$ cat config.mk
export PLATFORM = sky130hd
export DESIGN_NAME = tcp_option_parser_flat
export DESIGN_NICKNAME = d
export VERILOG_FILES = /design/src/tcpo_pkg.sv /design/src/tcpo_req_if.sv /design/src/tcpo_rsp_if.sv /design/src/tcpo_parse.sv /design/src/tcpo_rsp_fifo.sv /design/src/tcp_option_parser.sv /design/src/flat_wrapper.sv
export SDC_FILE = /design/constraint.sdc
export NUM_CORES = 1
export LEC_CHECK = 0
export BUFFER_PORTS_ARGS = -buffer_cell sky130_fd_sc_hd__buf_4
export CAP_MARGIN = 30
export CORE_ASPECT_RATIO = 2
export CORE_MARGIN = 5
export CORE_UTILIZATION = 62
export DETAILED_ROUTE_END_ITERATION = 16
export GPL_ROUTABILITY_DRIVEN = 0
export PLACE_DENSITY = 0.9
export SLEW_MARGIN = 40
export SYNTH_ARGS = -nofsm -noshare
export SYNTH_HDL_FRONTEND = slang
export SYNTH_SLANG_ARGS = --single-unit
$ cat constraint.sdc
create_clock -name clock -period 8.05 [get_ports clock]
set_clock_uncertainty 0.15 [all_clocks]
set_input_delay 0 -clock clock [delete_from_list [all_inputs] [get_ports clock]]
set_output_delay 0 -clock clock [all_outputs]
set_load 0.03 [all_outputs]
$ cat src/tcpo_pkg.sv
// Package for the TCP option parser: option codes, limits, phase enum,
// result beat and queue write types. No dependencies.
package tcpo_pkg;

   localparam int SACK_BLOCKS_MAX  = 4;
   localparam int MAX_OPTION_BYTES = 40;
   localparam int RSP_DEPTH        = 4;
   localparam int RSP_PTR_W        = $clog2(RSP_DEPTH);
   localparam int RSP_CNT_W        = $clog2(RSP_DEPTH + 1);

   localparam logic [7:0] KIND_END     = 8'd0;
   localparam logic [7:0] KIND_NOP     = 8'd1;
   localparam logic [7:0] KIND_MSS     = 8'd2;
   localparam logic [7:0] KIND_WSCALE  = 8'd3;
   localparam logic [7:0] KIND_SACK_OK = 8'd4;
   localparam logic [7:0] KIND_SACK    = 8'd5;

   localparam logic [7:0] MSS_LEN          = 8'd4;
   localparam logic [7:0] WSCALE_LEN       = 8'd3;
   localparam logic [7:0] WSCALE_MAX       = 8'd14;
   localparam logic [7:0] SACK_MIN_LEN     = 8'd10;
   localparam logic [7:0] OPT_HDR_LEN      = 8'd2;
   localparam logic [5:0] POS_MAX          = 6'd63;

   localparam logic RESULT_BLOCK   = 1'b0;
   localparam logic RESULT_SUMMARY = 1'b1;

   typedef enum logic [1:0] {
      PH_KIND = 2'd0,
      PH_LEN  = 2'd1,
      PH_BODY = 2'd2,
      PH_STOP = 2'd3
   } phase_type;

   typedef struct packed {
      logic        result_kind;
      logic        last_of_run;
      logic [15:0] mss_value;
      logic        has_mss;
      logic [3:0]  window_scale;
      logic        has_window_scale;
      logic        sack_allowed;
      logic [2:0]  sack_blocks;
      logic [1:0]  block_index;
      logic [31:0] block_left;
      logic [31:0] block_right;
   } rsp_item_type;

   typedef struct packed {
      logic         blk_valid;
      logic         sum_valid;
      rsp_item_type blk;
      rsp_item_type sum;
   } push_type;

endpackage

$ cat src/tcpo_req_if.sv
// Input channel: one option byte per beat.
// Depends on nothing.
interface tcpo_req_if;
   logic       valid;
   logic       ready;
   logic [7:0] data_byte;
   logic [5:0] total_len;
   logic       last_byte;

   modport source (output valid, data_byte, total_len, last_byte, input ready);
   modport sink   (input valid, data_byte, total_len, last_byte, output ready);
endinterface

$ cat src/tcpo_rsp_if.sv
// Result channel: SACK block or summary per beat.
// Depends on nothing.
interface tcpo_rsp_if;
   logic        valid;
   logic        ready;
   logic        result_kind;
   logic        last_of_run;
   logic [15:0] mss_value;
   logic        has_mss;
   logic [3:0]  window_scale;
   logic        has_window_scale;
   logic        sack_allowed;
   logic [2:0]  sack_blocks;
   logic [1:0]  block_index;
   logic [31:0] block_left;
   logic [31:0] block_right;

   modport source (output valid, result_kind, last_of_run, mss_value, has_mss,
                   window_scale, has_window_scale, sack_allowed, sack_blocks,
                   block_index, block_left, block_right, input ready);
   modport sink   (input valid, result_kind, last_of_run, mss_value, has_mss,
                   window_scale, has_window_scale, sack_allowed, sack_blocks,
                   block_index, block_left, block_right, output ready);
endinterface

$ cat src/tcpo_parse.sv
// Option parser state and per-beat decode; writes up to two results.
// Depends on tcpo_pkg.
module tcpo_parse
   import tcpo_pkg::*;
(
   input  logic       clock,
   input  logic       reset,
   input  logic       accept,
   input  logic [7:0] data_byte,
   input  logic [5:0] total_len,
   input  logic       last_byte,
   output push_type   push
);

   logic [5:0]  pos_ff, pos_in;
   phase_type   phase_ff, phase_in;
   logic [7:0]  kind_ff, kind_in;
   logic [7:0]  optlen_ff, optlen_in;
   logic [7:0]  off_ff, off_in;
   logic [63:0] shift_ff, shift_in;
   logic [15:0] mss_ff, mss_in;
   logic        has_mss_ff, has_mss_in;
   logic [3:0]  scale_ff, scale_in;
   logic        has_scale_ff, has_scale_in;
   logic        sack_ok_ff, sack_ok_in;
   logic [2:0]  count_ff, count_in;
   logic [2:0]  examined_ff, examined_in;
   logic [2:0]  limit_ff, limit_in;

   logic [7:0]  eff, pos8, off_next;
   logic [63:0] new_shift;
   logic [31:0] diff;
   logic [4:0]  blocks;
   logic        empty, do_sum;

   assign empty     = (total_len == 6'd0);
   assign do_sum    = accept && (empty || last_byte);
   assign pos8      = {2'b00, pos_ff};
   assign eff       = ({2'b00, total_len} > 8'(MAX_OPTION_BYTES)) ?
                      8'(MAX_OPTION_BYTES) : {2'b00, total_len};
   assign new_shift = {shift_ff[55:0], data_byte};
   assign diff      = new_shift[31:0] - new_shift[63:32];
   assign blocks    = 5'((data_byte - OPT_HDR_LEN) >> 3);
   assign off_next  = off_ff + 8'd1;

   always_comb begin
      pos_in       = pos_ff;
      phase_in     = phase_ff;
      kind_in      = kind_ff;
      optlen_in    = optlen_ff;
      off_in       = off_ff;
      shift_in     = shift_ff;
      mss_in       = mss_ff;
      has_mss_in   = has_mss_ff;
      scale_in     = scale_ff;
      has_scale_in = has_scale_ff;
      sack_ok_in   = sack_ok_ff;
      count_in     = count_ff;
      examined_in  = examined_ff;
      limit_in     = limit_ff;
      push         = '0;

      if (accept && !empty) begin
         if (pos8 < eff) begin
            unique case (phase_ff)
               PH_KIND: begin
                  if (data_byte == KIND_END) begin
                     phase_in = PH_STOP;
                  end else if (data_byte != KIND_NOP) begin
                     if (pos8 + 8'd1 >= eff) begin
                        phase_in = PH_STOP;
                     end else begin
                        kind_in  = data_byte;
                        phase_in = PH_LEN;
                     end
                  end
               end
               PH_LEN: begin
                  if (data_byte < OPT_HDR_LEN ||
                      ({2'b00, pos8} - 10'd1 + {2'b00, data_byte}) > {2'b00, eff}) begin
                     phase_in = PH_STOP;
                  end else begin
                     optlen_in   = data_byte;
                     off_in      = OPT_HDR_LEN;
                     shift_in    = '0;
                     examined_in = '0;
                     limit_in    = '0;
                     if (kind_ff == KIND_SACK && data_byte >= SACK_MIN_LEN &&
                         (data_byte - OPT_HDR_LEN) % 8 == 8'd0) begin
                        limit_in = (blocks > 5'(SACK_BLOCKS_MAX)) ?
                                   3'(SACK_BLOCKS_MAX) : blocks[2:0];
                     end
                     if (data_byte == OPT_HDR_LEN) begin
                        if (kind_ff == KIND_SACK_OK) begin
                           sack_ok_in = 1'b1;
                        end
                        phase_in = PH_KIND;
                     end else begin
                        phase_in = PH_BODY;
                     end
                  end
               end
               PH_BODY: begin
                  shift_in = new_shift;
                  if (kind_ff == KIND_MSS && optlen_ff == MSS_LEN && off_ff == 8'd3) begin
                     mss_in     = new_shift[15:0];
                     has_mss_in = 1'b1;
                  end else if (kind_ff == KIND_WSCALE && optlen_ff == WSCALE_LEN &&
                               off_ff == 8'd2) begin
                     if (data_byte <= WSCALE_MAX) begin
                        scale_in     = data_byte[3:0];
                        has_scale_in = 1'b1;
                     end
                  end else if (kind_ff == KIND_SACK && limit_ff != 3'd0 &&
                               (off_ff - OPT_HDR_LEN) % 8 == 8'd7) begin
                     if (examined_ff < limit_ff) begin
                        examined_in = examined_ff + 3'd1;
                        if (diff != 32'd0 && !diff[31] &&
                            count_ff < 3'(SACK_BLOCKS_MAX)) begin
                           count_in                    = count_ff + 3'd1;
                           push.blk_valid              = 1'b1;
                           push.blk.result_kind        = RESULT_BLOCK;
                           push.blk.last_of_run        = RESULT_BLOCK;
                           push.blk.block_index        = count_ff[1:0];
                           push.blk.block_left         = new_shift[63:32];
                           push.blk.block_right        = new_shift[31:0];
                        end
                     end
                  end
                  off_in = off_next;
                  if (off_next >= optlen_ff) begin
                     phase_in = PH_KIND;
                  end
               end
               PH_STOP: begin
               end
            endcase
         end
         pos_in = (pos_ff == POS_MAX) ? pos_ff : pos_ff + 6'd1;
      end

      push.blk.mss_value        = mss_in;
      push.blk.has_mss          = has_mss_in;
      push.blk.window_scale     = scale_in;
      push.blk.has_window_scale = has_scale_in;
      push.blk.sack_allowed     = sack_ok_in;
      push.blk.sack_blocks      = count_in;

      push.sum_valid = do_sum;
      push.sum.result_kind = RESULT_SUMMARY;
      push.sum.last_of_run = RESULT_SUMMARY;
      if (!empty) begin
         push.sum.mss_value        = mss_in;
         push.sum.has_mss          = has_mss_in;
         push.sum.window_scale     = scale_in;
         push.sum.has_window_scale = has_scale_in;
         push.sum.sack_allowed     = sack_ok_in;
         push.sum.sack_blocks      = count_in;
      end

      if (do_sum) begin
         pos_in       = '0;
         phase_in     = PH_KIND;
         kind_in      = '0;
         optlen_in    = '0;
         off_in       = '0;
         shift_in     = '0;
         mss_in       = '0;
         has_mss_in   = 1'b0;
         scale_in     = '0;
         has_scale_in = 1'b0;
         sack_ok_in   = 1'b0;
         count_in     = '0;
         examined_in  = '0;
         limit_in     = '0;
      end
   end

   always_ff @(posedge clock) begin
      if (reset) begin
         pos_ff       <= '0;
         phase_ff     <= PH_KIND;
         kind_ff      <= '0;
         optlen_ff    <= '0;
         off_ff       <= '0;
         shift_ff     <= '0;
         mss_ff       <= '0;
         has_mss_ff   <= 1'b0;
         scale_ff     <= '0;
         has_scale_ff <= 1'b0;
         sack_ok_ff   <= 1'b0;
         count_ff     <= '0;
         examined_ff  <= '0;
         limit_ff     <= '0;
      end else begin
         pos_ff       <= pos_in;
         phase_ff     <= phase_in;
         kind_ff      <= kind_in;
         optlen_ff    <= optlen_in;
         off_ff       <= off_in;
         shift_ff     <= shift_in;
         mss_ff       <= mss_in;
         has_mss_ff   <= has_mss_in;
         scale_ff     <= scale_in;
         has_scale_ff <= has_scale_in;
         sack_ok_ff   <= sack_ok_in;
         count_ff     <= count_in;
         examined_ff  <= examined_in;
         limit_ff     <= limit_in;
      end
   end

`ifndef SYNTH
   a_count_cap: assert property (@(posedge clock) disable iff (reset)
      count_ff <= 3'(SACK_BLOCKS_MAX)) else $error("sack count over cap");
   a_examined: assert property (@(posedge clock) disable iff (reset)
      examined_ff <= limit_ff) else $error("examined past block limit");
   a_blk_body: assert property (@(posedge clock) disable iff (reset)
      push.blk_valid |-> (phase_ff == PH_BODY && kind_ff == KIND_SACK))
      else $error("block beat outside SACK body");
   a_empty_clr: assert property (@(posedge clock) disable iff (reset)
      (accept && empty) |=> (pos_ff == 6'd0 && count_ff == 3'd0 && !has_mss_ff))
      else $error("empty area did not clear state");
`endif

endmodule

$ cat src/tcpo_rsp_fifo.sv
// Result queue: takes up to two beats per cycle, sends one.
// Depends on tcpo_pkg.
module tcpo_rsp_fifo
   import tcpo_pkg::*;
(
   input  logic         clock,
   input  logic         reset,
   input  push_type     push,
   input  logic         pop,
   output logic         space_ok,
   output logic         head_valid,
   output rsp_item_type head
);

   rsp_item_type         mem [RSP_DEPTH];
   logic [RSP_PTR_W-1:0] wr_ptr_ff, wr_ptr_in, rd_ptr_ff, rd_ptr_in;
   logic [RSP_CNT_W-1:0] count_ff, count_in;
   logic [RSP_CNT_W-1:0] push_cnt;
   logic [RSP_PTR_W-1:0] sum_addr;

   assign push_cnt   = RSP_CNT_W'(push.blk_valid) + RSP_CNT_W'(push.sum_valid);
   assign sum_addr   = wr_ptr_ff + RSP_PTR_W'(push.blk_valid);
   assign space_ok   = count_ff <= RSP_CNT_W'(RSP_DEPTH - 2);
   assign head_valid = count_ff != '0;
   assign head       = mem[rd_ptr_ff];
   assign wr_ptr_in  = wr_ptr_ff + RSP_PTR_W'(push_cnt);
   assign rd_ptr_in  = rd_ptr_ff + RSP_PTR_W'(pop);
   assign count_in   = count_ff + push_cnt - RSP_CNT_W'(pop);

   always_ff @(posedge clock) begin
      if (push.blk_valid) begin
         mem[wr_ptr_ff] <= push.blk;
      end
      if (push.sum_valid) begin
         mem[sum_addr] <= push.sum;
      end
   end

   always_ff @(posedge clock) begin
      if (reset) begin
         wr_ptr_ff <= '0;
         rd_ptr_ff <= '0;
         count_ff  <= '0;
      end else begin
         wr_ptr_ff <= wr_ptr_in;
         rd_ptr_ff <= rd_ptr_in;
         count_ff  <= count_in;
      end
   end

`ifndef SYNTH
   a_no_overflow: assert property (@(posedge clock) disable iff (reset)
      count_ff <= RSP_CNT_W'(RSP_DEPTH)) else $error("result queue overflow");
   a_push_room: assert property (@(posedge clock) disable iff (reset)
      (push_cnt != '0) |-> space_ok) else $error("write without room");
   a_ptr_track: assert property (@(posedge clock) disable iff (reset)
      RSP_PTR_W'(wr_ptr_ff - rd_ptr_ff) == RSP_PTR_W'(count_ff))
      else $error("queue pointers disagree with count");
`endif

endmodule

$ cat src/tcp_option_parser.sv
// TCP option parser top: parser state feeding a four-beat result queue.
// A result beat is offered the cycle after its byte is accepted, behind any
// beats queued ahead of it.
// Throughput: one byte per cycle; a byte may produce a SACK block and the
// summary, and bytes are held off while the queue has under two free entries.
// Reset (synchronous) clears the parser state and empties the queue.
module tcp_option_parser
   import tcpo_pkg::*;
(
   input  logic clock,
   input  logic reset,
   tcpo_req_if.sink   req_ch,
   tcpo_rsp_if.source rsp_ch
);

   push_type     push;
   rsp_item_type head;
   logic         space_ok;
   logic         head_valid;
   logic         accept;

   assign req_ch.ready = space_ok;
   assign accept       = req_ch.valid && space_ok;

   tcpo_parse u_parse (
      .clock     (clock),
      .reset     (reset),
      .accept    (accept),
      .data_byte (req_ch.data_byte),
      .total_len (req_ch.total_len),
      .last_byte (req_ch.last_byte),
      .push      (push)
   );

   tcpo_rsp_fifo u_fifo (
      .clock      (clock),
      .reset      (reset),
      .push       (push),
      .pop        (head_valid && rsp_ch.ready),
      .space_ok   (space_ok),
      .head_valid (head_valid),
      .head       (head)
   );

   assign rsp_ch.valid            = head_valid;
   assign rsp_ch.result_kind      = head.result_kind;
   assign rsp_ch.last_of_run      = head.last_of_run;
   assign rsp_ch.mss_value        = head.mss_value;
   assign rsp_ch.has_mss          = head.has_mss;
   assign rsp_ch.window_scale     = head.window_scale;
   assign rsp_ch.has_window_scale = head.has_window_scale;
   assign rsp_ch.sack_allowed     = head.sack_allowed;
   assign rsp_ch.sack_blocks      = head.sack_blocks;
   assign rsp_ch.block_index      = head.block_index;
   assign rsp_ch.block_left       = head.block_left;
   assign rsp_ch.block_right      = head.block_right;

endmodule

$ cat src/flat_wrapper.sv
// flat-port wrapper written by rule: the top's interface ports become plain ports
module tcp_option_parser_flat import tcpo_pkg::*;
  (clock, reset, req_ch_valid, req_ch_data_byte, req_ch_total_len, req_ch_last_byte, req_ch_ready, rsp_ch_valid, rsp_ch_result_kind, rsp_ch_last_of_run, rsp_ch_mss_value, rsp_ch_has_mss, rsp_ch_window_scale, rsp_ch_has_window_scale, rsp_ch_sack_allowed, rsp_ch_sack_blocks, rsp_ch_block_index, rsp_ch_block_left, rsp_ch_block_right, rsp_ch_ready);
  tcpo_req_if req_ch_i ();
  tcpo_rsp_if rsp_ch_i ();
  input  logic clock;
  input  logic reset;
  input wire logic [$bits(req_ch_i.valid)-1:0] req_ch_valid;
  input wire logic [$bits(req_ch_i.data_byte)-1:0] req_ch_data_byte;
  input wire logic [$bits(req_ch_i.total_len)-1:0] req_ch_total_len;
  input wire logic [$bits(req_ch_i.last_byte)-1:0] req_ch_last_byte;
  output wire logic [$bits(req_ch_i.ready)-1:0] req_ch_ready;
  output wire logic [$bits(rsp_ch_i.valid)-1:0] rsp_ch_valid;
  output wire logic [$bits(rsp_ch_i.result_kind)-1:0] rsp_ch_result_kind;
  output wire logic [$bits(rsp_ch_i.last_of_run)-1:0] rsp_ch_last_of_run;
  output wire logic [$bits(rsp_ch_i.mss_value)-1:0] rsp_ch_mss_value;
  output wire logic [$bits(rsp_ch_i.has_mss)-1:0] rsp_ch_has_mss;
  output wire logic [$bits(rsp_ch_i.window_scale)-1:0] rsp_ch_window_scale;
  output wire logic [$bits(rsp_ch_i.has_window_scale)-1:0] rsp_ch_has_window_scale;
  output wire logic [$bits(rsp_ch_i.sack_allowed)-1:0] rsp_ch_sack_allowed;
  output wire logic [$bits(rsp_ch_i.sack_blocks)-1:0] rsp_ch_sack_blocks;
  output wire logic [$bits(rsp_ch_i.block_index)-1:0] rsp_ch_block_index;
  output wire logic [$bits(rsp_ch_i.block_left)-1:0] rsp_ch_block_left;
  output wire logic [$bits(rsp_ch_i.block_right)-1:0] rsp_ch_block_right;
  input wire logic [$bits(rsp_ch_i.ready)-1:0] rsp_ch_ready;
  assign req_ch_i.valid = req_ch_valid;
  assign req_ch_i.data_byte = req_ch_data_byte;
  assign req_ch_i.total_len = req_ch_total_len;
  assign req_ch_i.last_byte = req_ch_last_byte;
  assign req_ch_ready = req_ch_i.ready;
  assign rsp_ch_valid = rsp_ch_i.valid;
  assign rsp_ch_result_kind = rsp_ch_i.result_kind;
  assign rsp_ch_last_of_run = rsp_ch_i.last_of_run;
  assign rsp_ch_mss_value = rsp_ch_i.mss_value;
  assign rsp_ch_has_mss = rsp_ch_i.has_mss;
  assign rsp_ch_window_scale = rsp_ch_i.window_scale;
  assign rsp_ch_has_window_scale = rsp_ch_i.has_window_scale;
  assign rsp_ch_sack_allowed = rsp_ch_i.sack_allowed;
  assign rsp_ch_sack_blocks = rsp_ch_i.sack_blocks;
  assign rsp_ch_block_index = rsp_ch_i.block_index;
  assign rsp_ch_block_left = rsp_ch_i.block_left;
  assign rsp_ch_block_right = rsp_ch_i.block_right;
  assign rsp_ch_i.ready = rsp_ch_ready;
  tcp_option_parser u_core (.clock(clock), .reset(reset), .req_ch(req_ch_i), .rsp_ch(rsp_ch_i));
endmodule
==> impl_metrics.yaml <==
finish:
  fin_nets: 2493
  seqCellArea_sq_um: 11000
  multiInputGateArea_sq_um: 12000
  drive_gt1_share_pct: 14.1
  area_growth_pct: 11.9
  fin_util_pct: 70.4
  most-common-layout-cells: "nor2_1, dfxtp_1, mux2i_1"
  fillerInstances: 2411
  layout.cells.most_common: "nor2_1"
floorplanning:
  die_width_microns: 149
  dieHeight_microns: 288
  start_util_pct: 62.9
  io_pins: 115
  dieArea_sq_um: 42800
  core-area_sq_um: 38000
  rows: 101
grt:
  overflow: 0
  grt_usage_pct: 33.3
  antenna_found_initial: 0
  grt_max_degree: 74
  first_global_vias: 20300
  grt_pass1_wl_mm: 111
detailed_routing:
  first_pass_iters: 6
  drc: 0
  ant_nets: 0
  vias: 19400
  drt_iter0_markers: 2176
  routedWlPerCell_microns: 24.4
  wl_mm: 71.6
  drt-vias-per-instance: 6.61
pwr:
  seqPwrFrac_pct: 43.3
  peakVddDrop_v: 0.000217
  switching_share_pct: 28.6
  pwr-share-clk_pct: 37.6
  combPwrFrac_pct: 19.1
  p_switching_mw: 1.77
  internal_power_mw: 4.42
  p_leak_nw: 11.7
  powerDensity_nw_per_um2: 231
sta:
  setup_tns_ns: 0
  rsz0062_at_grt: "false"
  setup_ws_ns: 1.09
  maxSlewViolCount: 0
  hold_viol: 0
  max_freq_mhz: 144
  fin_crit_sh_pct: 86.5
  final-setup-viol-count: 0
  max_slew.worst_pin.slew_ns: 0.882
  post-route-min-period_ns: 6.96
  slew_headroom_pct: 41.2
logic_synthesis:
  ys_seq_area_share_pct: 46.1
  syn_area_per_cell_sq_um: 10.3
  ys.flop_type: "dfxtp_1"
  synth_nets: 2443
  synth-async-reset-ratio_pct: 0
  synth.yosys.warnings: 0
  synth_area_sq_um: 23900
  synth_top_cell_by_area: "dfxtp_1"
  synth_cell_types: 70
  postSynthCellCount: 2330
  synth_area_leaders: "dfxtp_1, edfxtp_1, mux2i_1"
  synth_edf_count: 104
  synth_top_area_share_pct: 33.1
  ys_seq_elements: 499
critical_path:
  endpoint_kind: "register"
  arrival_ns: 7.12
  worst-setup-path-type: "register to register"
  start_kind: "register"
  cp_max_fo: 15
  required_ns: 8.21
clocking:
  clk_latency_ns: 0.58
  clk_pin_slew_ns: 0.07
  clock-root-buffer: "clkbuf_16"
  cts_tree: "yes"
  htreeDepth: 2
  ctsResizeCount: 0
  cts_inserted_buffers: 42
  cts_sinks: 499
  clockBufferDepth: 3
outcome:
  outcome: "finished, final reports clean"
min_path:
  hold_class: "input port to register"
placed_design:
  port_buffers: 114
  hpwl_mm: 44.8
  dp_worst_setup_slack_ns: 1.21
flow_run:
  maxCapViolations: 0
power by group through the flow:
| stage | logic [mW] | clock network [mW] | registers, mW |
|---|---|---|---|
| detailed placement | 1.13 | 0 | 2.74 |
| finish | 1.18 | 2.33 | 2.68 |
| CTS | 1.16 | 2.32 | 2.68 |
| global placement | 1.08 | 0 | 2.74 |
| floorplan | 0.846 | 0 | 2.67 |
| global route | 1.25 | 2.44 | 2.69 |
through the flow:
| step | instance area, sq um | hold slack (ns) | std cells | power (mW) |
|---|---|---|---|---|
| finish | 26800 | 0.0447 | 2929 | 6.19 |
| detailed placement | 25000 | 0.103 | 2837 | 3.87 |
| floorplan | 23900 | -0.0833 | 2330 | 3.52 |
| CTS | 26800 | 0.0298 | 2928 | 6.16 |
| global placement | 25000 | 0.0967 | 2836 | 3.82 |
| global route | 26800 | 0.0809 | 2928 | 6.37 |
layout make-up:
| type | count | area share [%] |
|---|---|---|
| Multi-Input combinational cell | 1604 | 44.8 |
| Clock buffer | 51 | 4.24 |
| Clock inverter | 26 | 1.65 |
| Inverter | 78 | 1.09 |
| Sequential cell | 499 | 41.2 |
| Tap cell | 515 | 2.41 |
| Timing Repair Buffer | 155 | 4.60 |
| Antenna cell | 1 | 0.00935 |
timing repair:
| action | 4_1_cts | 5_1_grt |
|---|---|---|
| hold endpoints to repair | 99 | 0 |
| setup buffers | 0 | 0 |
| hold buffers | 14 | 0 |
| setup endpoints to repair | 0 | 0 |
per-layer routing:
layer / GRT usage, % / wire length [microns]
met5: 0 / 0
met4: 26.8 / 6560
met3: 7.07 / 6440
met2: 57.3 / 36000
met1: 34.7 / 22700
cell usage after synthesis (all sizes together), types with 7 or more instances:
cell type  count
xor2          17
mux2           8
mux2i        307
edfxtp       104
a21oi        112
nand4         14
a21o          21
nand2        126
nor2         483
xnor2         24
nand2b        12
nand3         72
buf           51
nor3          18
a211oi        15
mux4          93
nor4          12
dfxtp        395
clkbuf        98
or2            7
or3            9
inv           77
ha            91
o21a          14
o21ai         42
nor2b         16
worst paths after layout:
| check | start | end | slack, ns | depth (start not counted) |
|---|---|---|---|---|
| setup / recovery | u_core.u_parse.shift_ff[39]$_SDFFE_PP0P_ | u_core.u_fifo.mem[0][89]$_DFFE_PP_ | 1.09 | 17 |
| hold / removal | req_ch_total_len[2] | u_core.u_parse.pos_ff[5]$_SDFFE_PP0P_ | 0.04 | 7 |
| setup reg to reg | u_core.u_parse.shift_ff[39]$_SDFFE_PP0P_ | u_core.u_fifo.mem[0][89]$_DFFE_PP_ | 1.09 | 17 |
| hold reg to reg | u_core.u_fifo.mem[1][92]$_SDFFE_PP1P_ | u_core.u_fifo.mem[1][92]$_SDFFE_PP1P_ | 0.31 | 1 |
flip-flops by register name, indices dropped and copies added, names as in the netlist, 2 cells and up:
name / cells
u_core.u_fifo.count_ff: 3
u_core.u_fifo.mem: 372
u_core.u_fifo.rd_ptr_ff: 2
u_core.u_fifo.wr_ptr_ff: 2
u_core.u_parse.count_ff: 3
u_core.u_parse.examined_ff: 3
u_core.u_parse.kind_ff: 8
u_core.u_parse.limit_ff: 3
u_core.u_parse.mss_ff: 16
u_core.u_parse.off_ff: 8
u_core.u_parse.optlen_ff: 8
u_core.u_parse.phase_ff: 2
u_core.u_parse.pos_ff: 6
u_core.u_parse.scale_ff: 4
u_core.u_parse.shift_ff: 56
worst max-delay path: stages (launching register included):
cell,delay (ns)
dfxtp_1,0.49
inv_1,0.23
ha_1,0.45
a211o_1,0.33
a21oi_1,0.66
or3b_1,0.40
a2111oi_0,0.71
o2111ai_1,0.25
or4b_1,0.74
nor2_1,0.21
nor4_1,0.10
ha_1,0.28
xor2_1,0.46
or3_1,0.25
nor2_1,0.06
a21oi_2,0.48
buf_4,0.35
nor2_1,0.09
logic make-up (layout without fill, tap and decap cells):
kind of cell,count (synthesis),count (layout),synth area share [%]
other cells,0,1,0
xor+xnor,41,41,1.50
flops,499,499,46.1
buf+inv,227,310,4.10
simple gates,793,793,14.1
mux,408,408,22.0
fa+ha+maj,94,94,5.01
compound gates,268,268,7.19
(Power assumes the default switching activity.)
